==> src/sv/dcf_pkg.sv <==
// ----------------------------------------------------------------------------
// dcf_pkg
// Types, codes and fixed keyword text shared by the command framer modules.
// ----------------------------------------------------------------------------
`default_nettype none

package dcf_pkg;

  // depth of the queued-send store, fixed by the host interface
  localparam int SEND_DEPTH = 20;
  localparam int SEND_AW    = 5;

  // index width into the longest answer text
  localparam int TXT_IW = 4;

  // frame delimiters
  localparam logic [7:0] CH_SLASH = 8'h2F;
  localparam logic [7:0] CH_BANG  = 8'h21;

  // keyword and answer text, right-aligned, first character in the most significant used byte
  localparam logic [71:0] STR_RUOK    = "/RUOK!";
  localparam logic [71:0] STR_RUNA    = "/RUNA!";
  localparam logic [71:0] STR_RUNB    = "/RUNB!";
  localparam logic [71:0] STR_ZZZ     = "/ZZZ!";
  localparam logic [71:0] STR_IMHERE  = "/IMHERE!";
  localparam logic [71:0] STR_OK      = "/OK!";
  localparam logic [71:0] STR_NOK     = "/NOK!";
  localparam logic [71:0] STR_RUNNEDA = "/RUNNEDA!";
  localparam logic [71:0] STR_RUNNEDB = "/RUNNEDB!";

  localparam logic [3:0] LEN_RUOK    = 4'd6;
  localparam logic [3:0] LEN_RUNA    = 4'd6;
  localparam logic [3:0] LEN_RUNB    = 4'd6;
  localparam logic [3:0] LEN_ZZZ     = 4'd5;
  localparam logic [3:0] LEN_IMHERE  = 4'd8;
  localparam logic [3:0] LEN_OK      = 4'd4;
  localparam logic [3:0] LEN_NOK     = 4'd5;
  localparam logic [3:0] LEN_RUNNEDA = 4'd9;
  localparam logic [3:0] LEN_RUNNEDB = 4'd9;

  typedef enum logic [2:0] {
    ST_IDLE,
    ST_STATUS,
    ST_TEXT,
    ST_MEM_RD,
    ST_MEM_OUT
  } state_t;

  typedef enum logic [1:0] {
    PH_IDLE,
    PH_RECV,
    PH_HELD,
    PH_ERROR
  } phase_t;

  typedef enum logic [1:0] {
    OP_LINE,
    OP_TAKE,
    OP_LOAD,
    OP_NOP
  } op_t;

  typedef enum logic [1:0] {
    KIND_LINE,
    KIND_HOST,
    KIND_STATUS
  } kind_t;

  typedef enum logic [2:0] {
    TXT_NONE,
    TXT_IMHERE,
    TXT_OK,
    TXT_NOK,
    TXT_RUNNEDA,
    TXT_RUNNEDB
  } txt_t;

  typedef enum logic {
    SRC_FRAME,
    SRC_SEND
  } src_t;

  // running keyword match flags
  typedef struct packed {
    logic ruok;
    logic runa;
    logic runb;
    logic zzz;
  } match_t;

  // command from the controller to the keyword matcher
  typedef struct packed {
    logic       start;
    logic       store;
    logic [7:0] data;
  } mcmd_t;

  // byte i of a text of length n, zero beyond its end
  function automatic logic [7:0] str_byte(logic [71:0] s, logic [3:0] n,
                                          logic [3:0] i);
    logic [3:0] k;
    k = n - 4'd1 - i;
    if (i >= n) begin
      return 8'h00;
    end
    return s[{k, 3'b000} +: 8];
  endfunction

  function automatic logic [3:0] txt_len(txt_t t);
    case (t)
      TXT_IMHERE:  return LEN_IMHERE;
      TXT_OK:      return LEN_OK;
      TXT_NOK:     return LEN_NOK;
      TXT_RUNNEDA: return LEN_RUNNEDA;
      TXT_RUNNEDB: return LEN_RUNNEDB;
      default:     return 4'd1;
    endcase
  endfunction

  function automatic logic [7:0] txt_byte(txt_t t, logic [3:0] i);
    case (t)
      TXT_IMHERE:  return str_byte(STR_IMHERE, LEN_IMHERE, i);
      TXT_OK:      return str_byte(STR_OK, LEN_OK, i);
      TXT_NOK:     return str_byte(STR_NOK, LEN_NOK, i);
      TXT_RUNNEDA: return str_byte(STR_RUNNEDA, LEN_RUNNEDA, i);
      TXT_RUNNEDB: return str_byte(STR_RUNNEDB, LEN_RUNNEDB, i);
      default:     return 8'h00;
    endcase
  endfunction

endpackage

`default_nettype wire

==> src/sv/dcf_store.sv <==
// ----------------------------------------------------------------------------
// dcf_store
// Frame store and queued-send store: one write and one read port each,
// read data registered.
// ----------------------------------------------------------------------------
`default_nettype none

module dcf_store #(
  parameter int BUF = 20
) (
  input  logic                                clk,
  input  logic                                frame_we,
  input  logic [$clog2(BUF)-1:0]              frame_waddr,
  input  logic [7:0]                          frame_wdata,
  input  logic                                frame_re,
  input  logic [$clog2(BUF)-1:0]              frame_raddr,
  output logic [7:0]                          frame_rdata,
  input  logic                                send_we,
  input  logic [dcf_pkg::SEND_AW-1:0]         send_waddr,
  input  logic [7:0]                          send_wdata,
  input  logic                                send_re,
  input  logic [dcf_pkg::SEND_AW-1:0]         send_raddr,
  output logic [7:0]                          send_rdata
);
  import dcf_pkg::*;

  logic [7:0] frame_mem [BUF];
  logic [7:0] send_mem  [SEND_DEPTH];

  // frame store: every entry read is written earlier in the same frame
  always_ff @(posedge clk) begin
    if (frame_we) begin
      frame_mem[frame_waddr] <= frame_wdata;
    end
    if (frame_re) begin
      frame_rdata <= frame_mem[frame_raddr];
    end
  end

  // queued-send store
  always_ff @(posedge clk) begin
    if (send_we) begin
      send_mem[send_waddr] <= send_wdata;
    end
    if (send_re) begin
      send_rdata <= send_mem[send_raddr];
    end
  end

endmodule

`default_nettype wire

==> src/sv/dcf_matcher.sv <==
// ----------------------------------------------------------------------------
// dcf_matcher
// Keyword match flags, updated as each frame byte is stored, so that the
// keyword decision is ready when the terminator arrives.
// ----------------------------------------------------------------------------
`default_nettype none

module dcf_matcher #(
  parameter int PW = 5
) (
  input  logic            clk,
  input  logic            rst,
  input  dcf_pkg::mcmd_t  cmd,
  input  logic [PW-1:0]   pos,
  output dcf_pkg::match_t flags_next
);
  import dcf_pkg::*;

  match_t     flags;
  logic       near;
  logic [3:0] i4;

  // keywords are at most six bytes, so only low positions can match
  assign near = (pos < PW'(8));
  assign i4   = {1'b0, pos[2:0]};

  // next flags: a restart matches the leading slash of every keyword
  always_comb begin
    flags_next = flags;
    if (cmd.start) begin
      flags_next = '1;
    end else if (cmd.store) begin
      flags_next.ruok = flags.ruok && near &&
                        (str_byte(STR_RUOK, LEN_RUOK, i4) == cmd.data);
      flags_next.runa = flags.runa && near &&
                        (str_byte(STR_RUNA, LEN_RUNA, i4) == cmd.data);
      flags_next.runb = flags.runb && near &&
                        (str_byte(STR_RUNB, LEN_RUNB, i4) == cmd.data);
      flags_next.zzz  = flags.zzz && near &&
                        (str_byte(STR_ZZZ, LEN_ZZZ, i4) == cmd.data);
    end
  end

  always_ff @(posedge clk) begin
    if (rst) begin
      flags <= '0;
    end else begin
      flags <= flags_next;
    end
  end

endmodule

`default_nettype wire

==> src/sv/delimited_command_framer_core.sv <==
// ----------------------------------------------------------------------------
// delimited_command_framer_core
// Frames '/'...'!' commands from line bytes, answers fixed keywords, hands
// held commands to the host and sends a host-loaded queued command.
//
//   channel  handshake                  payload
//   item     item_valid / item_stall    operation, data_byte, load_index,
//                                       load_last
//   result   result_valid / result_stall kind, out_byte, run_last,
//                                       frame_status, command_given
//
// An item is decoded in the idle state; answer text bytes then go to the
// result register one by one, and each byte from the frame or send store is
// first read, then loaded into the result register; a status-only result is
// loaded directly. Worst case is a /RUOK! with a full queued command.
// The result register lets the next item be taken while the last result
// still waits; result_stall holds the sequencer at the result register.
// Reset is synchronous and clears control state; store contents are kept.
// ----------------------------------------------------------------------------
`default_nettype none

module delimited_command_framer_core #(
  parameter int BUF = 20
) (
  input  logic       clk,
  input  logic       rst,
  input  logic       item_valid,
  output logic       item_stall,
  input  logic [1:0] operation,
  input  logic [7:0] data_byte,
  input  logic [4:0] load_index,
  input  logic       load_last,
  output logic       result_valid,
  input  logic       result_stall,
  output logic [1:0] kind,
  output logic [7:0] out_byte,
  output logic       run_last,
  output logic [1:0] frame_status,
  output logic       command_given
);
  import dcf_pkg::*;

  localparam int FAW     = $clog2(BUF);
  localparam int PW      = $clog2(BUF + 1);
  localparam int LEN_MAX = (BUF > SEND_DEPTH) ? BUF : SEND_DEPTH;
  localparam int LW      = $clog2(LEN_MAX + 1);

  state_t         state, state_next;
  phase_t         phase, phase_next;
  logic [PW-1:0]  write_position, write_position_next;
  logic [PW-1:0]  frame_length, frame_length_next;
  logic [SEND_AW-1:0] send_length, send_length_next;
  logic           send_pending, send_pending_next;
  txt_t           txt_cur, txt_cur_next;
  txt_t           txt_nxt, txt_nxt_next;
  logic [LW-1:0]  idx, idx_next;
  logic [LW-1:0]  mem_len, mem_len_next;
  src_t           src, src_next;
  logic           given, given_next;

  // result register loading
  logic           out_free;
  logic           load;
  kind_t          ld_kind;
  logic [7:0]     ld_byte;
  logic           ld_last;
  logic           text_last;

  // store ports
  logic           frame_we, frame_re, send_we, send_re;
  logic [FAW-1:0] frame_waddr;
  logic [7:0]     frame_wdata, frame_rdata, send_rdata;

  // keyword matcher
  mcmd_t          mcmd;
  match_t         m_next;

  dcf_store #(.BUF(BUF)) u_store (
    .clk         (clk),
    .frame_we    (frame_we),
    .frame_waddr (frame_waddr),
    .frame_wdata (frame_wdata),
    .frame_re    (frame_re),
    .frame_raddr (idx[FAW-1:0]),
    .frame_rdata (frame_rdata),
    .send_we     (send_we),
    .send_waddr  (load_index),
    .send_wdata  (data_byte),
    .send_re     (send_re),
    .send_raddr  (idx[SEND_AW-1:0]),
    .send_rdata  (send_rdata)
  );

  dcf_matcher #(.PW(PW)) u_matcher (
    .clk        (clk),
    .rst        (rst),
    .cmd        (mcmd),
    .pos        (write_position),
    .flags_next (m_next)
  );

  assign item_stall = (state != ST_IDLE);
  assign out_free   = !result_valid || !result_stall;
  assign text_last  = (idx[TXT_IW-1:0] == (txt_len(txt_cur) - 4'd1));

  // matcher command: restart on a slash, store on an accepted frame byte
  always_comb begin
    mcmd      = '0;
    mcmd.data = data_byte;
    if (state == ST_IDLE && item_valid && op_t'(operation) == OP_LINE) begin
      if ((phase == PH_IDLE || phase == PH_RECV) && data_byte == CH_SLASH) begin
        mcmd.start = 1'b1;
      end else if (phase == PH_RECV && write_position < PW'(BUF)) begin
        mcmd.store = 1'b1;
      end
    end
  end

  // sequencer: decode an item, then emit its results one by one
  always_comb begin
    state_next          = state;
    phase_next          = phase;
    write_position_next = write_position;
    frame_length_next   = frame_length;
    send_length_next    = send_length;
    send_pending_next   = send_pending;
    txt_cur_next        = txt_cur;
    txt_nxt_next        = txt_nxt;
    idx_next            = idx;
    mem_len_next        = mem_len;
    src_next            = src;
    given_next          = given;
    frame_we            = 1'b0;
    frame_waddr         = write_position[FAW-1:0];
    frame_wdata         = data_byte;
    frame_re            = 1'b0;
    send_we             = 1'b0;
    send_re             = 1'b0;
    load                = 1'b0;
    ld_kind             = KIND_STATUS;
    ld_byte             = 8'h00;
    ld_last             = 1'b0;

    case (state)
      ST_IDLE: begin
        if (item_valid) begin
          given_next   = 1'b0;
          txt_nxt_next = TXT_NONE;
          mem_len_next = '0;
          idx_next     = '0;
          state_next   = ST_STATUS;
          case (op_t'(operation))
            OP_LINE: begin
              if ((phase == PH_IDLE || phase == PH_RECV) && data_byte == CH_SLASH) begin
                // a slash restarts the frame
                frame_we            = 1'b1;
                frame_waddr         = '0;
                frame_wdata         = CH_SLASH;
                write_position_next = PW'(1);
                frame_length_next   = '0;
                phase_next          = PH_RECV;
              end else if (phase == PH_RECV) begin
                if (write_position >= PW'(BUF)) begin
                  // frame too long: sticky error
                  phase_next   = PH_ERROR;
                  txt_cur_next = TXT_NOK;
                  state_next   = ST_TEXT;
                end else begin
                  frame_we            = 1'b1;
                  write_position_next = write_position + PW'(1);
                  if (data_byte == CH_BANG) begin
                    state_next = ST_TEXT;
                    if (m_next.ruok) begin
                      txt_cur_next        = TXT_IMHERE;
                      phase_next          = PH_IDLE;
                      write_position_next = '0;
                      frame_length_next   = '0;
                      if (send_pending) begin
                        mem_len_next = LW'(send_length);
                        src_next     = SRC_SEND;
                      end
                    end else begin
                      txt_cur_next = TXT_OK;
                      if (m_next.runa || m_next.runb || m_next.zzz) begin
                        phase_next          = PH_IDLE;
                        write_position_next = '0;
                        frame_length_next   = '0;
                        if (m_next.runa) begin
                          txt_nxt_next = TXT_RUNNEDA;
                        end else if (m_next.runb) begin
                          txt_nxt_next = TXT_RUNNEDB;
                        end
                      end else begin
                        phase_next        = PH_HELD;
                        frame_length_next = write_position + PW'(1);
                      end
                    end
                  end
                end
              end
            end
            OP_TAKE: begin
              if (phase == PH_HELD) begin
                phase_next   = PH_IDLE;
                given_next   = 1'b1;
                src_next     = SRC_FRAME;
                mem_len_next = LW'(frame_length);
                state_next   = ST_MEM_RD;
              end
            end
            OP_LOAD: begin
              if (load_index < SEND_AW'(SEND_DEPTH)) begin
                send_we = 1'b1;
                if (load_last) begin
                  send_length_next  = load_index + SEND_AW'(1);
                  send_pending_next = 1'b1;
                end
              end
            end
            default: ;
          endcase
        end
      end

      ST_STATUS: begin
        if (out_free) begin
          load       = 1'b1;
          ld_kind    = KIND_STATUS;
          ld_last    = 1'b1;
          state_next = ST_IDLE;
        end
      end

      // fixed answer text, then an optional second text or store bytes
      ST_TEXT: begin
        if (out_free) begin
          load    = 1'b1;
          ld_kind = KIND_LINE;
          ld_byte = txt_byte(txt_cur, idx[TXT_IW-1:0]);
          ld_last = text_last && (txt_nxt == TXT_NONE) && (mem_len == '0);
          if (!text_last) begin
            idx_next = idx + LW'(1);
          end else if (txt_nxt != TXT_NONE) begin
            txt_cur_next = txt_nxt;
            txt_nxt_next = TXT_NONE;
            idx_next     = '0;
          end else if (mem_len != '0) begin
            idx_next   = '0;
            state_next = ST_MEM_RD;
          end else begin
            state_next = ST_IDLE;
          end
        end
      end

      ST_MEM_RD: begin
        frame_re   = (src == SRC_FRAME);
        send_re    = (src == SRC_SEND);
        state_next = ST_MEM_OUT;
      end

      ST_MEM_OUT: begin
        if (out_free) begin
          load    = 1'b1;
          ld_kind = (src == SRC_FRAME) ? KIND_HOST : KIND_LINE;
          ld_byte = (src == SRC_FRAME) ? frame_rdata : send_rdata;
          ld_last = (idx == mem_len - LW'(1));
          if (ld_last) begin
            state_next = ST_IDLE;
          end else begin
            idx_next   = idx + LW'(1);
            state_next = ST_MEM_RD;
          end
        end
      end

      default: begin
        state_next = ST_IDLE;
      end
    endcase
  end

  // control registers
  always_ff @(posedge clk) begin
    if (rst) begin
      state          <= ST_IDLE;
      phase          <= PH_IDLE;
      write_position <= '0;
      frame_length   <= '0;
      send_length    <= '0;
      send_pending   <= 1'b0;
      txt_cur        <= TXT_NONE;
      txt_nxt        <= TXT_NONE;
      idx            <= '0;
      mem_len        <= '0;
      src            <= SRC_FRAME;
      given          <= 1'b0;
      result_valid   <= 1'b0;
    end else begin
      state          <= state_next;
      phase          <= phase_next;
      write_position <= write_position_next;
      frame_length   <= frame_length_next;
      send_length    <= send_length_next;
      send_pending   <= send_pending_next;
      txt_cur        <= txt_cur_next;
      txt_nxt        <= txt_nxt_next;
      idx            <= idx_next;
      mem_len        <= mem_len_next;
      src            <= src_next;
      given          <= given_next;
      if (load) begin
        result_valid <= 1'b1;
      end else if (!result_stall) begin
        result_valid <= 1'b0;
      end
    end
  end

  // result payload register
  always_ff @(posedge clk) begin
    if (load) begin
      kind          <= ld_kind;
      out_byte      <= ld_byte;
      run_last      <= ld_last;
      frame_status  <= phase;
      command_given <= given;
    end
  end

`ifndef ASSERT_OFF
  ap_error_sticky: assert property (@(posedge clk) disable iff (rst)
    phase == PH_ERROR |=> phase == PH_ERROR)
    else $error("error phase left without reset");

  ap_wpos_bound: assert property (@(posedge clk) disable iff (rst)
    write_position <= PW'(BUF))
    else $error("write position beyond frame store");

  ap_held_len: assert property (@(posedge clk) disable iff (rst)
    phase == PH_HELD |-> frame_length >= PW'(2))
    else $error("held command shorter than a delimiter pair");

  ap_pending_len: assert property (@(posedge clk) disable iff (rst)
    send_pending |-> send_length != '0)
    else $error("queued command pending with zero length");

  ap_last_idle: assert property (@(posedge clk) disable iff (rst)
    load && ld_last |=> state == ST_IDLE)
    else $error("sequencer busy after last result of an item");
`endif

endmodule

`default_nettype wire

==> config.mk <==
export PLATFORM = sky130hd
export DESIGN_NAME = delimited_command_framer_core
export DESIGN_NICKNAME = d
export VERILOG_FILES = /design/src/sv/dcf_pkg.sv /design/src/sv/dcf_store.sv /design/src/sv/dcf_matcher.sv /design/src/sv/delimited_command_framer_core.sv
export SDC_FILE = /design/constraint.sdc
export NUM_CORES = 1
export LEC_CHECK = 0
export BUFFER_PORTS_ARGS = -buffer_cell sky130_fd_sc_hd__buf_2
export CAP_MARGIN = 10
export CORE_UTILIZATION = 50
export CTS_CLUSTER_SIZE = 40
export DETAILED_ROUTE_END_ITERATION = 10
export GPL_ROUTABILITY_DRIVEN = 0
export GPL_TIMING_DRIVEN = 0
export PLACE_DENSITY = 0.68
export SLEW_MARGIN = 0
export SYNTH_ARGS = -nofsm -noshare
export SYNTH_HDL_FRONTEND = slang
export SYNTH_HIERARCHICAL = 1
export SYNTH_SLANG_ARGS = --single-unit
export TNS_END_PERCENT = 5
==> constraint.sdc <==
create_clock -name clk -period 3.5 [get_ports clk]
set_clock_uncertainty 0.1 [all_clocks]
set_input_delay 0.175 -clock clk [delete_from_list [all_inputs] [get_ports clk]]
set_output_delay 0.175 -clock clk [all_outputs]
set_load 0.005 [all_outputs]
==> impl_metrics.py <==
metrics = {
    "run_status": {
        "status": "finished clean",
    },
    "clock_tree": {
        "root_buffer": "clkbuf_16",
        "clk_latency_ps": 530,
        "cts_tree": "done",
        "cts_buffer_depth": 3,
        "clkTransAtPathRegs_ps": 60,
        "h-tree-depth": 2,
        "cts_buffers": 40,
        "cts.sinks": 393,
    },
    "setup_path": {
        "reg2regPathDepth": 8,
        "r2r_start": "state[0]",
        "crit_arrival_ps": 3480,
        "path_buf_inv": 3,
        "cp-start-kind": "flip-flop",
        "path_class": "reg -> reg",
        "crit_path_max_incr_delay_ps": 610,
        "cp-end-kind": "flip-flop",
        "worstPathCellList": "clkbuf_1 -> or4b_1 -> clkbuf_2 -> nor4_4 -> buf_4 -> nor2_1 -> or3b_2 -> nor2_2",
        "cp_slowest_cell": "or3b_2",
        "reg2reg_slack_ps": 70,
        "required_ps": 3550,
        "worstPathMaxFanout": 10,
        "r2r_end": "u_store/frame_mem[4][2]",
        "critPathTopFamily": "simple AND/OR/NAND/NOR gates",
    },
    "global_routing": {
        "grt_usage_pct": 22.3,
        "grt_max_degree": 32,
        "grt_pass1_wl_um": 60100,
        "grt_pass1_vias": 10100,
        "antenna_found_initial": 0,
        "grt-ovfl-total": 0,
    },
    "power": {
        "peakVddDrop_uv": 423,
        "net-switching-power_mw": 2.07,
        "intPower_mw": 7.83,
        "clkPwrFrac_pct": 42.8,
        "leakage_nw": 6.48,
        "combPwrFrac_pct": 4.6,
        "p_total_mw": 9.89,
        "power_frac_seq_pct": 52.6,
        "switching_share_pct": 20.9,
        "power_density_nw_per_um2": 497,
    },
    "logic_synthesis": {
        "syn_inst": 1162,
        "ys_seq_elements": 393,
        "synth_area_leader_cell": "edfxtp_1",
        "synth_top_cells_by_area": "edfxtp_1, mux4_2, dfxtp_1",
        "postSynthAreaPerCell_um2": 15.1,
        "synth_edf_count": 350,
        "yosys_warnings": 6,
        "async_reset_ff_share_pct": 0,
        "syn-cell-area_um2": 17600,
        "yosysTopAreaCellShare_pct": 59.8,
        "synth_nets": 1214,
        "seq_area_frac_synth_pct": 64.7,
        "synth.distinct_cells": 84,
        "synth_ff_type": "edfxtp_1",
    },
    "place": {
        "hpwl_um": 26600,
        "port_buffers": 35,
        "dp_cells": 1652,
    },
    "sta": {
        "final-setup-viol-count": 0,
        "slew_violations": 0,
        "fin_hold_ws_ps": 28.9,
        "fin_tns_setup_ps": 0,
        "hold_violations": 0,
        "max_freq_mhz": 292,
        "period_minus_slack_ps": 3430,
        "slew_headroom_pct": 35.2,
        "post-route-period-util_pct": 98.0,
        "tightest_slew_ps": 973,
    },
    "routing": {
        "drtAntennaViolNets": 0,
        "wl_um": 39700,
        "wl_per_cell_um": 23.0,
        "dr_total_vias": 10500,
        "drtIter0Drc": 850,
        "via_per_inst": 6.09,
        "drcViolationCount": 0,
        "first_pass_iters": 7,
    },
    "final_layout": {
        "fill_cells": 2709,
        "post-route-util_pct": 57.6,
        "n_antenna_cell": 0,
        "layout.nets": 1297,
        "drive_above_1_share_pct": 21.1,
        "final_common_cell": "edfxtp_1",
        "final_cells": 1731,
        "layout_common_cells": "edfxtp_1, nor2_1, mux2i_1",
        "syn2layout_area_growth_pct": 13.2,
    },
    "floorplan": {
        "dieArea_um2": 35900,
        "core_um2": 34500,
        "die_h_um": 190,
        "die_w_um": 190,
        "rows": 68,
        "io_pins": 36,
        "initial_core_util_pct": 50.9,
    },
    "min_path": {
        "hold_start": "load_index[1]",
        "min_path_cells": 4,
        "holdPathEnd": "send_length[1]",
        "hold_class": "in -> reg",
    },
    "run": {
        "drv_cap": 0,
    },
}
## worst max-delay path by stage
| stage | cells after the start | slack [ps] | to | startpoint |
|---|---|---|---|---|
| 4_1_cts | 12 | -70 | frame_length[1] | write_position[1] |
| 5_1_grt | 13 | -40 | frame_length[1] | write_position[0] |
| 3_5_place_dp | 7 | -610 | u_store/frame_mem[8][4] | state[0] |
| 6_report | 8 | 70 | u_store/frame_mem[4][2] | state[0] |
| 3_3_place_gp | 7 | -610 | u_store/frame_mem[16][1] | state[0] |
| 2_1_floorplan | 7 | 210 | u_store/frame_mem[16][0] | state[0] |
## power by group through the flow
stage               Sequential [mW]  Clock (mW)  Combinational (mW)
finish                         5.20        4.23               0.458
global route                   5.20        4.48               0.502
CTS                            5.21        4.31               0.444
detailed placement             5.31           0               0.434
global placement               5.30           0               0.428
floorplan                      5.30           0               0.234
## kinds of logic after synthesis
family	Yosys count	share of synthesized area, %
flops	393	64.7
buf+inv	85	2.92
compound gates	209	8.05
mux	130	12.1
simple gates	287	8.62
xor+xnor	26	1.34
fa+ha+maj	32	2.28
## state kept, by name, summed over array words and instances, names as in the netlist, 2 cells and up
| signal | flops |
|---|---|
| frame_length | 5 |
| frame_status | 2 |
| idx | 5 |
| kind | 2 |
| mem_len | 5 |
| out_byte | 8 |
| phase | 2 |
| send_length | 5 |
| state | 3 |
| txt_cur | 3 |
| txt_nxt | 2 |
| u_matcher/flags | 4 |
| u_store/frame_mem | 160 |
| u_store/frame_rdata | 8 |
| u_store/send_mem | 160 |
| u_store/send_rdata | 8 |
| write_position | 5 |
## per-stage QoR
step | instance area (um^2) | setup slack (ps)
floorplan | 17600 | 214
global placement | 18300 | -610
detailed placement | 18300 | -610
CTS | 19800 | -66.2
global route | 19900 | -40.3
finish | 19900 | 70.1
## Yosys cell counts, types with 15 or more instances
| master | number |
|---|---|
| nor2b_1 | 21 |
| nand2b_1 | 23 |
| o21ai_0 | 28 |
| mux4_1 | 16 |
| ha_1 | 32 |
| inv_1 | 27 |
| nor2_1 | 108 |
| mux4_2 | 43 |
| a22oi_1 | 28 |
| edfxtp_1 | 350 |
| clkbuf_1 | 24 |
| nand2_1 | 34 |
| nor3_1 | 15 |
| xnor2_1 | 17 |
| dfxtp_1 | 43 |
| a21oi_1 | 39 |
| o22ai_1 | 19 |
| mux2i_1 | 48 |
| mux2_2 | 21 |
## layout make-up
cell class | instances | area (um^2) | share of cell area, %
clock buffers | 56 | 1170 | 5.90
inverters | 27 | 101 | 0.509
repair buffers | 41 | 228 | 1.14
multi-input cells | 684 | 5880 | 29.5
well taps | 455 | 569 | 2.86
plain buffers | 58 | 415 | 2.09
flip-flops and latches | 393 | 11400 | 57.2
clock inverters | 17 | 156 | 0.786
## tightest hold or removal path: cells and delay by family
family	cells	cell delay [ps]
and+or+nand+nor	1	80
adders and majority gates	1	140
muxes	1	60
buffers and inverters	1	160
## timing repair
action | in CTS | in global routing
resized for setup | 31 | 26
setup buffers | 1 | 1
hold endpoints to repair | 7 | 0
endpoints found under the setup margin | 342 | 255
hold buffers | 3 | 0
pin swaps | 1 | 2
## metal layers
metal  share of wire [%]  up-vias  GRT usage [%]
met3                 5.7       73           3.14
met1                  44     5348           31.4
met5                   0        -              0
met2                  48      377           35.9
li1                    -     4741              -
met4                 3.0        0           7.32
(Power assumes the default switching activity.)
